## config.mk

```make
export PLATFORM = sky130hd
export DESIGN_NAME = square_triangle_tone_generator
export DESIGN_NICKNAME = d
export VERILOG_FILES = /design/src/sv/tstg_pkg.sv /design/src/sv/square_triangle_tone_generator.sv /design/src/sv/tstg_osc.sv /design/src/sv/tstg_muldiv.sv
export SDC_FILE = /design/constraint.sdc
export NUM_CORES = 1
export LEC_CHECK = 0
export ABC_AREA = 1
export BUFFER_PORTS_ARGS = -buffer_cell sky130_fd_sc_hd__buf_4
export CELL_PAD_IN_SITES_DETAIL_PLACEMENT = 0
export CELL_PAD_IN_SITES_GLOBAL_PLACEMENT = 1
export CORE_ASPECT_RATIO = 1.1
export CORE_MARGIN = 4
export CORE_UTILIZATION = 49
export CTS_CLUSTER_DIAMETER = 60
export CTS_CLUSTER_SIZE = 25
export DETAILED_ROUTE_END_ITERATION = 10
export GPL_TIMING_DRIVEN = 0
export PLACE_DENSITY = 0.89
export SYNTH_ARGS = -nofsm -noshare
export SYNTH_HDL_FRONTEND = slang
export SYNTH_SLANG_ARGS = --single-unit
```

## constraint.sdc

```tcl
create_clock -name clk -period 7.9 [get_ports clk]
set_input_delay 1.58 -clock clk [delete_from_list [all_inputs] [get_ports clk]]
set_output_delay 1.58 -clock clk [all_outputs]
set_load 0.05 [all_outputs]
```

## src/sv/tstg_pkg.sv

```systemverilog
// Shared types, constants and the note period table of the tone generator.
`default_nettype none
package tstg_pkg;

  localparam int unsigned NOTE_W    = 3;
  localparam int unsigned SHAPE_W   = 2;
  localparam int unsigned AMP_W     = 13;
  localparam int unsigned SAMPLE_W  = 16;
  localparam int unsigned PERIOD_W  = 7;
  localparam int unsigned HALF_W    = 6;
  localparam int unsigned LEVEL_W   = 7;
  localparam int unsigned MAG_W     = 6;
  // |level| * amplitude * 4 stays below 2^21
  localparam int unsigned PROD_W    = 21;
  localparam int unsigned MD_CNT_W  = 5;

  localparam logic [NOTE_W-1:0]  NOTE_SILENT    = 3'd7;
  localparam logic [SHAPE_W-1:0] SHAPE_SQUARE   = 2'd0;
  localparam logic [SHAPE_W-1:0] SHAPE_TRIANGLE = 2'd1;
  localparam logic [AMP_W-1:0]   AMP_RESET      = 13'd8191;

  localparam logic REG_SHAPE = 1'b0;
  localparam logic REG_AMP   = 1'b1;

  typedef enum logic [1:0] {
    ST_IDLE,
    ST_JOB,
    ST_CALC,
    ST_DONE
  } ctl_state_t;

  typedef enum logic [1:0] {
    MD_IDLE,
    MD_MUL,
    MD_DIV
  } md_phase_t;

  // Work handed from the oscillator to the sequencer after one tick
  typedef struct packed {
    logic                 tri_wave;
    logic [SAMPLE_W-1:0]  sample;
    logic [MAG_W-1:0]     mag;
    logic                 neg;
    logic [HALF_W-1:0]    half;
  } tstg_job_t;

  // floor(46875 / f) for C through B
  function automatic logic [PERIOD_W-1:0] note_period(input logic [NOTE_W-1:0] note);
    logic [PERIOD_W-1:0] p;
    case (note)
      3'd0:    p = 7'd89;
      3'd1:    p = 7'd79;
      3'd2:    p = 7'd71;
      3'd3:    p = 7'd67;
      3'd4:    p = 7'd59;
      3'd5:    p = 7'd53;
      3'd6:    p = 7'd47;
      default: p = 7'd47;
    endcase
    return p;
  endfunction

endpackage
`default_nettype wire

```

## src/sv/square_triangle_tone_generator.sv

```systemverilog
// Top level of the square / triangle tone generator: channels, registers, sequencer.
//
// Usage:
//   in_*  : one transfer per audio sample tick; in_tdata[2:0] is the note
//           (0..6 = C..B, 7 = silent).
//   out_* : one transfer per input transfer; out_tdata is the signed
//           16-bit sample for that tick.
//   cfg_* : APB-style register port. Address 0 wave_shape (0 square,
//           1 triangle, 2/3 no sound), address 4 amplitude (13 bits).
//           Write registers only while the block is idle.
// Flow: square, silent and no-sound ticks pass from ST_JOB to ST_DONE
//   and then to out_tvalid. A triangle tick runs the bit-serial unit:
//   a shift-add multiply, then a restoring divide. A new tick is accepted
//   only once the current one has been loaded into the output register.
// Stall: the result sits in the output register until taken; the next
//   item is accepted meanwhile and waits finished in ST_DONE if the
//   output register is still full.
// Reset (rst_n low, synchronous): wave_shape 0, amplitude 8191, square
//   counter 0 on the negative half, triangle level 0 rising, no output.
`default_nettype none
module square_triangle_tone_generator (
  input  wire logic        clk,
  input  wire logic        rst_n,
  // input channel
  input  wire logic        in_tvalid,
  output logic             in_tready,
  input  wire logic [7:0]  in_tdata,     // [2:0] note_code, [7:3] zero
  // result channel
  output logic             out_tvalid,
  input  wire logic        out_tready,
  output logic [15:0]      out_tdata,    // [15:0] sample
  // configuration port
  input  wire logic        cfg_psel,
  input  wire logic        cfg_penable,
  input  wire logic        cfg_pwrite,
  input  wire logic [2:0]  cfg_paddr,
  input  wire logic [31:0] cfg_pwdata,
  output logic [31:0]      cfg_prdata,
  output logic             cfg_pready
);

  tstg_pkg::ctl_state_t              state_r, state_nxt;
  logic [tstg_pkg::SHAPE_W-1:0]      shape_r, shape_nxt;
  logic [tstg_pkg::AMP_W-1:0]        amp_r, amp_nxt;
  logic                              out_tvalid_r, out_tvalid_nxt;
  logic [tstg_pkg::SAMPLE_W-1:0]     out_tdata_r, out_tdata_nxt;
  logic [tstg_pkg::SAMPLE_W-1:0]     res_r, res_nxt;

  logic                              in_xfer;
  logic                              cfg_wr;
  logic                              md_start;
  logic                              md_done;
  logic [tstg_pkg::SAMPLE_W-1:0]     md_result;
  tstg_pkg::tstg_job_t               job;

  assign in_tready  = (state_r == tstg_pkg::ST_IDLE);
  assign in_xfer    = in_tvalid && in_tready;
  assign out_tvalid = out_tvalid_r;
  assign out_tdata  = out_tdata_r;
  assign cfg_pready = 1'b1;
  assign cfg_wr     = cfg_psel && cfg_penable && cfg_pwrite;

  // register file: the index is address bit 2, low bits ignored
  always_comb begin
    shape_nxt = shape_r;
    amp_nxt   = amp_r;
    if (cfg_wr) begin
      if (cfg_paddr[2] == tstg_pkg::REG_SHAPE) begin
        shape_nxt = cfg_pwdata[tstg_pkg::SHAPE_W-1:0];
      end else begin
        amp_nxt = cfg_pwdata[tstg_pkg::AMP_W-1:0];
      end
    end
  end

  assign cfg_prdata = (cfg_paddr[2] == tstg_pkg::REG_AMP)
                    ? {{(32-tstg_pkg::AMP_W){1'b0}}, amp_r}
                    : {{(32-tstg_pkg::SHAPE_W){1'b0}}, shape_r};

  // oscillator state advances on the accepting edge
  tstg_osc u_osc (
    .clk   (clk),
    .rst_n (rst_n),
    .step  (in_xfer),
    .note  (in_tdata[tstg_pkg::NOTE_W-1:0]),
    .shape (shape_r),
    .amp   (amp_r),
    .job_r (job)
  );

  tstg_muldiv u_muldiv (
    .clk    (clk),
    .rst_n  (rst_n),
    .start  (md_start),
    .mag    (job.mag),
    .amp    (amp_r),
    .half   (job.half),
    .neg    (job.neg),
    .done_r (md_done),
    .result (md_result)
  );

  // sequencer
  always_comb begin
    state_nxt      = state_r;
    md_start       = 1'b0;
    res_nxt        = res_r;
    out_tvalid_nxt = out_tvalid_r;
    out_tdata_nxt  = out_tdata_r;

    // drop the held result once the receiver takes it
    if (out_tvalid_r && out_tready) begin
      out_tvalid_nxt = 1'b0;
    end

    case (state_r)
      tstg_pkg::ST_IDLE: begin
        if (in_xfer) begin
          state_nxt = tstg_pkg::ST_JOB;
        end
      end
      tstg_pkg::ST_JOB: begin
        if (job.tri_wave) begin
          md_start  = 1'b1;
          state_nxt = tstg_pkg::ST_CALC;
        end else begin
          res_nxt   = job.sample;
          state_nxt = tstg_pkg::ST_DONE;
        end
      end
      tstg_pkg::ST_CALC: begin
        if (md_done) begin
          res_nxt   = md_result;
          state_nxt = tstg_pkg::ST_DONE;
        end
      end
      tstg_pkg::ST_DONE: begin
        // hold until the output register is free, then load it
        if (!out_tvalid_r || out_tready) begin
          out_tvalid_nxt = 1'b1;
          out_tdata_nxt  = res_r;
          state_nxt      = tstg_pkg::ST_IDLE;
        end
      end
      default: begin
        state_nxt = tstg_pkg::ST_IDLE;
      end
    endcase
  end

  always_ff @(posedge clk) begin
    if (!rst_n) begin
      state_r      <= tstg_pkg::ST_IDLE;
      shape_r      <= tstg_pkg::SHAPE_SQUARE;
      amp_r        <= tstg_pkg::AMP_RESET;
      out_tvalid_r <= 1'b0;
    end else begin
      state_r      <= state_nxt;
      shape_r      <= shape_nxt;
      amp_r        <= amp_nxt;
      out_tvalid_r <= out_tvalid_nxt;
    end
  end

  always_ff @(posedge clk) begin
    out_tdata_r <= out_tdata_nxt;
    res_r       <= res_nxt;
  end

endmodule
`default_nettype wire

```

## src/sv/tstg_osc.sv

```systemverilog
// Oscillator state: square counter and polarity, triangle level and direction.
`default_nettype none
module tstg_osc (
  input  wire logic                           clk,
  input  wire logic                           rst_n,
  input  wire logic                           step,
  input  wire logic [tstg_pkg::NOTE_W-1:0]    note,
  input  wire logic [tstg_pkg::SHAPE_W-1:0]   shape,
  input  wire logic [tstg_pkg::AMP_W-1:0]     amp,
  output tstg_pkg::tstg_job_t                 job_r
);

  logic [tstg_pkg::PERIOD_W-1:0] sq_count_r, sq_count_nxt;
  logic                          sq_high_r, sq_high_nxt;
  logic signed [tstg_pkg::LEVEL_W-1:0] tri_level_r, tri_level_nxt;
  logic                          tri_rising_r, tri_rising_nxt;
  tstg_pkg::tstg_job_t           job_nxt;

  logic [tstg_pkg::PERIOD_W-1:0] period;
  logic [tstg_pkg::HALF_W-1:0]   half;
  logic signed [7:0]             half_s;
  logic signed [7:0]             lv;
  logic                          pass;
  logic [tstg_pkg::SAMPLE_W-1:0] amp_ext;
  logic                          audible;

  always_comb begin
    period  = tstg_pkg::note_period(note);
    half    = period[tstg_pkg::PERIOD_W-1:1];
    half_s  = signed'({2'b00, half});
    amp_ext = {{(tstg_pkg::SAMPLE_W-tstg_pkg::AMP_W){1'b0}}, amp};
    audible = (note != tstg_pkg::NOTE_SILENT);

    sq_count_nxt   = sq_count_r;
    sq_high_nxt    = sq_high_r;
    tri_level_nxt  = tri_level_r;
    tri_rising_nxt = tri_rising_r;

    job_nxt          = '0;
    job_nxt.half     = half;

    pass = (sq_count_r >= period);
    lv   = 8'(tri_level_r);

    if (step && audible && shape == tstg_pkg::SHAPE_SQUARE) begin
      // compare, then advance; restart and flip on a pass
      sq_count_nxt = pass ? '0 : sq_count_r + 7'd1;
      sq_high_nxt  = pass ? ~sq_high_r : sq_high_r;
      job_nxt.sample = sq_high_nxt ? amp_ext : 16'(~amp_ext + 16'd1);
    end else if (step && audible && shape == tstg_pkg::SHAPE_TRIANGLE) begin
      if (tri_rising_r) begin
        lv = 8'(tri_level_r) + 8'sd1;
        if (lv >= half_s) begin
          lv = half_s;
          tri_rising_nxt = 1'b0;
        end
      end else begin
        lv = 8'(tri_level_r) - 8'sd1;
        if (lv <= -half_s) begin
          lv = -half_s;
          tri_rising_nxt = 1'b1;
        end
      end
      tri_level_nxt    = lv[tstg_pkg::LEVEL_W-1:0];
      job_nxt.tri_wave = 1'b1;
      job_nxt.neg      = lv[7];
      job_nxt.mag      = lv[7] ? 6'(-lv) : lv[tstg_pkg::MAG_W-1:0];
    end
  end

  always_ff @(posedge clk) begin
    if (!rst_n) begin
      sq_count_r   <= '0;
      sq_high_r    <= 1'b0;
      tri_level_r  <= '0;
      tri_rising_r <= 1'b1;
    end else begin
      sq_count_r   <= sq_count_nxt;
      sq_high_r    <= sq_high_nxt;
      tri_level_r  <= tri_level_nxt;
      tri_rising_r <= tri_rising_nxt;
    end
  end

  always_ff @(posedge clk) begin
    if (step) begin
      job_r <= job_nxt;
    end
  end

endmodule
`default_nettype wire

```

## src/sv/tstg_muldiv.sv

```systemverilog
// Bit-serial shift-add multiply followed by restoring division for the triangle sample.
`default_nettype none
module tstg_muldiv (
  input  wire logic                             clk,
  input  wire logic                             rst_n,
  input  wire logic                             start,
  input  wire logic [tstg_pkg::MAG_W-1:0]       mag,
  input  wire logic [tstg_pkg::AMP_W-1:0]       amp,
  input  wire logic [tstg_pkg::HALF_W-1:0]      half,
  input  wire logic                             neg,
  output logic                                  done_r,
  output logic [tstg_pkg::SAMPLE_W-1:0]         result
);

  localparam logic [tstg_pkg::MD_CNT_W-1:0] MUL_LAST = tstg_pkg::MD_CNT_W'(tstg_pkg::MAG_W - 1);
  localparam logic [tstg_pkg::MD_CNT_W-1:0] DIV_LAST = tstg_pkg::MD_CNT_W'(tstg_pkg::PROD_W - 1);

  tstg_pkg::md_phase_t             phase_r, phase_nxt;
  logic [tstg_pkg::MD_CNT_W-1:0]   cnt_r, cnt_nxt;
  logic                            done_nxt;
  logic [tstg_pkg::PROD_W-1:0]     acc_r, acc_nxt;
  logic [tstg_pkg::PROD_W-1:0]     mcand_r, mcand_nxt;
  logic [tstg_pkg::MAG_W-1:0]      mplier_r, mplier_nxt;
  logic [tstg_pkg::HALF_W-1:0]     rem_r, rem_nxt;
  logic [tstg_pkg::HALF_W-1:0]     half_r, half_nxt;
  logic [tstg_pkg::SAMPLE_W-1:0]   quo_r, quo_nxt;
  logic                            neg_r, neg_nxt;
  logic [tstg_pkg::HALF_W:0]       trial;
  logic [tstg_pkg::HALF_W:0]       diff;
  logic                            ge;

  always_comb begin
    phase_nxt  = phase_r;
    cnt_nxt    = cnt_r;
    done_nxt   = 1'b0;
    acc_nxt    = acc_r;
    mcand_nxt  = mcand_r;
    mplier_nxt = mplier_r;
    rem_nxt    = rem_r;
    half_nxt   = half_r;
    quo_nxt    = quo_r;
    neg_nxt    = neg_r;

    trial = {rem_r, acc_r[tstg_pkg::PROD_W-1]};
    diff  = trial - {1'b0, half_r};
    ge    = (trial >= {1'b0, half_r});

    case (phase_r)
      tstg_pkg::MD_IDLE: begin
        if (start) begin
          acc_nxt    = '0;
          mcand_nxt  = {{(tstg_pkg::PROD_W-tstg_pkg::AMP_W-2){1'b0}}, amp, 2'b00};
          mplier_nxt = mag;
          half_nxt   = half;
          neg_nxt    = neg;
          rem_nxt    = '0;
          quo_nxt    = '0;
          cnt_nxt    = '0;
          phase_nxt  = tstg_pkg::MD_MUL;
        end
      end
      tstg_pkg::MD_MUL: begin
        // add the shifted multiplicand for each set multiplier bit
        if (mplier_r[0]) begin
          acc_nxt = acc_r + mcand_r;
        end
        mcand_nxt  = {mcand_r[tstg_pkg::PROD_W-2:0], 1'b0};
        mplier_nxt = {1'b0, mplier_r[tstg_pkg::MAG_W-1:1]};
        cnt_nxt    = cnt_r + 5'd1;
        if (cnt_r == MUL_LAST) begin
          cnt_nxt   = '0;
          phase_nxt = tstg_pkg::MD_DIV;
        end
      end
      tstg_pkg::MD_DIV: begin
        // one quotient bit per cycle, numerator shifted out MSB first
        rem_nxt = ge ? diff[tstg_pkg::HALF_W-1:0] : trial[tstg_pkg::HALF_W-1:0];
        acc_nxt = {acc_r[tstg_pkg::PROD_W-2:0], 1'b0};
        quo_nxt = {quo_r[tstg_pkg::SAMPLE_W-2:0], ge};
        cnt_nxt = cnt_r + 5'd1;
        if (cnt_r == DIV_LAST) begin
          cnt_nxt   = '0;
          done_nxt  = 1'b1;
          phase_nxt = tstg_pkg::MD_IDLE;
        end
      end
      default: begin
        phase_nxt = tstg_pkg::MD_IDLE;
      end
    endcase
  end

  always_ff @(posedge clk) begin
    if (!rst_n) begin
      phase_r <= tstg_pkg::MD_IDLE;
      cnt_r   <= '0;
      done_r  <= 1'b0;
    end else begin
      phase_r <= phase_nxt;
      cnt_r   <= cnt_nxt;
      done_r  <= done_nxt;
    end
  end

  always_ff @(posedge clk) begin
    acc_r    <= acc_nxt;
    mcand_r  <= mcand_nxt;
    mplier_r <= mplier_nxt;
    rem_r    <= rem_nxt;
    half_r   <= half_nxt;
    quo_r    <= quo_nxt;
    neg_r    <= neg_nxt;
  end

  // truncation toward zero: divide magnitudes, then restore the sign
  assign result = neg_r ? 16'(~quo_r + 16'd1) : quo_r;

endmodule
`default_nettype wire
```

==> results.md <==
- Status: finished, final reports clean
- Leading post-synthesis cells by cell area: edfxtp_1 41%, dfxtp_1 8.4%, nand2_1 8.3%
- Multi-input gate area: 0.004278 mm²
- Fin Clk Skew: 0.01153 ns
- Area Overhead vs Synth: 15.04%
- Async SR Flop Fraction: 0%
- Sequential group share of total power: 38.3%
- Clock share of power: 22.4%
- Power Density: 360.5 mW/mm²
- Switching share of power: 40.62%
- Minimum clock period after layout: 4.578 ns
- Initial DRT Pass Iterations: 5
- Critical hold path startpoint: u_osc.job_r[1]$_DFFE_PP_
- IO buf count: 52
- Setup violators final: 0
- Reg2Reg Depth: 10
- CTS Buf Count: 17
- CTS tree: built
- # rows: 54
- Worst-path fanout max: 8
- Vias in the first global route: 7538
- Placed Cells: 1480
- CTS resizes: 0
- Via count: 7844
- Clock root buffer: clkbuf_16
- GRT overflow: 0
- Setup WS pre-CTS: 2.878 ns
- Worst hold stages: 0
- Hold Path Sink: u_muldiv.half_r[1]$_DFFE_PP_
- Type of origin of the critical path: input port
- # H-tree levels: 4
- Total of max-cap violations: 0
- Final Max Tran Viols: 0
- Worst vdd ir: 0.1674 mV
- Filler cell count: 1776
- Vias/cell: 5.188
- Cell taking the most area after synthesis: edfxtp_1
- Worst-skew pair later-pin latency: 0.44 ns
- Combinational group share of total power: 39.3%
- Register area share after synthesis: 48.96%
- Worst R2R Setup Slack: 4.44 ns
- Final-report hold violation count: 0
- Lkg Pwr: 0.005137 µW
- RSZ-0062 raised after global routing: no
- Commonest non-fill, non-tap cell in the layout: nand2_1
- DRT antenna net count: 0
- Gp weighted congestion: 0.9186
- Total Wirelength: 22630 µm
- Post-synth cell types: 42
- CP Class: in -> reg
- Worst hold path type: reg -> reg
- Synth Instances: 1152
- DP Area: 0.01085 mm²
- Drc violations: 0
- Slew at the pin closest to its max-slew limit: 1.177 ns
- CTS max path bufs: 2
- Avg WL per Cell: 14.97 µm
- Worst-path clk slew: 0.07 ns
- Synth Cell Area: 0.009998 mm²
- Initial antenna violation count: 0
- Final Cycle Share: 57.95%
- Die W: 144.2 µm
- Layout cells sized above 1: 11.67%
- Post-CTS Setup Inserts: 0
- Storage cell area: 0.004895 mm²
- Nets: 1360
- Die area: 0.02276 mm²
- Setup TNS Final: 0 ns
- Starting Density: 50.16%
- Number of synthesized flops with an enable pin: 135
- Commonest non-fill, non-tap cells in the layout: 222 x nand2_1, 159 x inv_1, 135 x edfxtp_1
- Final Worst Setup Slack: 3.322 ns
- Yosys reg bits: 177
- Max frequency: 218.4 MHz
- Core ar.: 0.01993 mm²
- Area share of the largest cell type after synthesis: 40.55%
- Internal: 2463 µW
- Largest net degree at the start of global routing: 32
- I/O pins: 101
- Slew margin rel.: 21.46%
- Diodes inserted: 0
- NetSw: 1685 µW
- Iter 0 DRT Violations: 491
- Required @ worst endpoint: 8.10 ns
- Global-route wire length before repair: 37000 µm
- DIE HEIGHT: 157.8 µm
- Main synth FF type: edfxtp_1
- Arrival @ worst endpoint: 4.77 ns
- GR Util All Layers: 20.60%
- Fin area: 0.01150 mm²
- Hold_ws: 0.4205 ns
- Hpwl dp: 17560 µm
- Synth Warn #: 0
- Worst r2r src: state_r[0]$_SDFFE_PN0P_
- CTS Sinks: 177
- Crit. End Element: flop
- Hold buffers post-CTS: 0
- Reg2reg end: u_osc.job_r[25]$_SDFFCE_PN0P_
- Non-filler instance count after layout: 1512
- Syn avg cell area: 8.679 µm²
cells by family (layout without fill, tap and decap cells):
kind of cell	count (synthesis)	count (layout)	synth area share [%]
AO/OA/AOI/OAI	258	258	13.50
XOR/XNOR	35	35	3.141
adder cells (fa/ha/maj)	63	63	8.034
buffers and inverters	219	307	9.185
flip-flops	177	177	48.96
other	2	22	0.07511
AND/OR/NAND/NOR	398	398	17.11
synth_stat cells, drive strengths merged (9+ instances only):
| cell | count |
|---|---|
| nand2 | 231 |
| inv | 164 |
| edfxtp | 135 |
| o21ai | 118 |
| a21oi | 114 |
| nor2 | 88 |
| ha | 61 |
| dfxtp | 42 |
| nand3 | 38 |
| buf | 28 |
| clkbuf | 26 |
| xor2 | 26 |
| nor3 | 24 |
| xnor2 | 9 |
stage by stage:
step,total power (µW),utilization [%]
floorplan,2732,-
global placement,3151,54.08
detailed placement,3228,54.42
CTS,4167,57.70
global route,4465,57.71
finish,4147,57.71
power groups by stage:
stage | combinational, µW | sequential [µW] | clock, µW
3_3_place_gp | 1540 | 1620 | 0
4_1_cts | 1630 | 1590 | 942
3_5_place_dp | 1620 | 1610 | 0
5_1_grt | 1870 | 1620 | 980
2_1_floorplan | 1130 | 1600 | 0
6_report | 1630 | 1590 | 927
metal layers:
| metal | part of all wire (%) | up-vias | GRT usage (%) | wire [µm] |
|---|---|---|---|---|
| met1 | 44 | 3569 | 27.32 | 9959 |
| li1 | - | 4004 | - | - |
| met2 | 47 | 229 | 33.92 | 10650 |
| met3 | 5.5 | 42 | 3.323 | 1254 |
| met5 | 0 | - | 0 | 0 |
| met4 | 3.4 | 0 | 8.130 | 759 |
final cells by class:
type / count / area share [%]
sequential: 177 / 42.55
multi-input combinational: 776 / 37.19
inverter: 165 / 5.385
timing repair buffer: 56 / 3.851
clock buffer: 17 / 3.698
tap: 252 / 2.741
buffer: 54 / 2.600
clock inverter: 15 / 1.980
registers in the layout (all words and copies together), names as in the netlist, 13 cells and up:
signal	flops
u_muldiv.acc_r	19
out_tdata	16
u_muldiv.mcand_r	19
amp_r	13
u_osc.job_r	30
res_r	16
u_muldiv.quo_r	16
how the worst max path moves through the flow:
stage	end	from	slack (ns)	depth (start not counted)
6_report	u_osc.job_r[12]$_SDFFCE_PN0P_	in_tdata[1]	3.32	18
5_1_grt	u_osc.job_r[12]$_SDFFCE_PN0P_	in_tdata[1]	2.97	18
4_1_cts	u_osc.job_r[12]$_SDFFCE_PN0P_	in_tdata[2]	3.33	18
3_5_place_dp	u_osc.job_r[12]$_SDFFCE_PN0P_	in_tdata[2]	2.88	18
3_3_place_gp	u_osc.job_r[8]$_SDFFCE_PN0P_	in_tdata[2]	2.88	18
2_1_floorplan	cfg_prdata[0]	cfg_paddr[2]	3.47	2
worst max-delay path, stage by stage:
cell and delay (ns):
buf_4 0.10, inv_1 0.07, nand3_1 0.12, nand2_2 0.12
a21oi_1 0.51, ha_1 0.30, xor2_1 0.21, ha_1 0.26
nand2_1 0.07, nor2_1 0.05, a21oi_1 0.28, nand2_2 0.22
nor2_4 0.15, inv_1 0.05, o21ai_1 0.33, inv_2 0.12
a21oi_1 0.17, nor2_1 0.06
(Power assumes the default switching activity.)
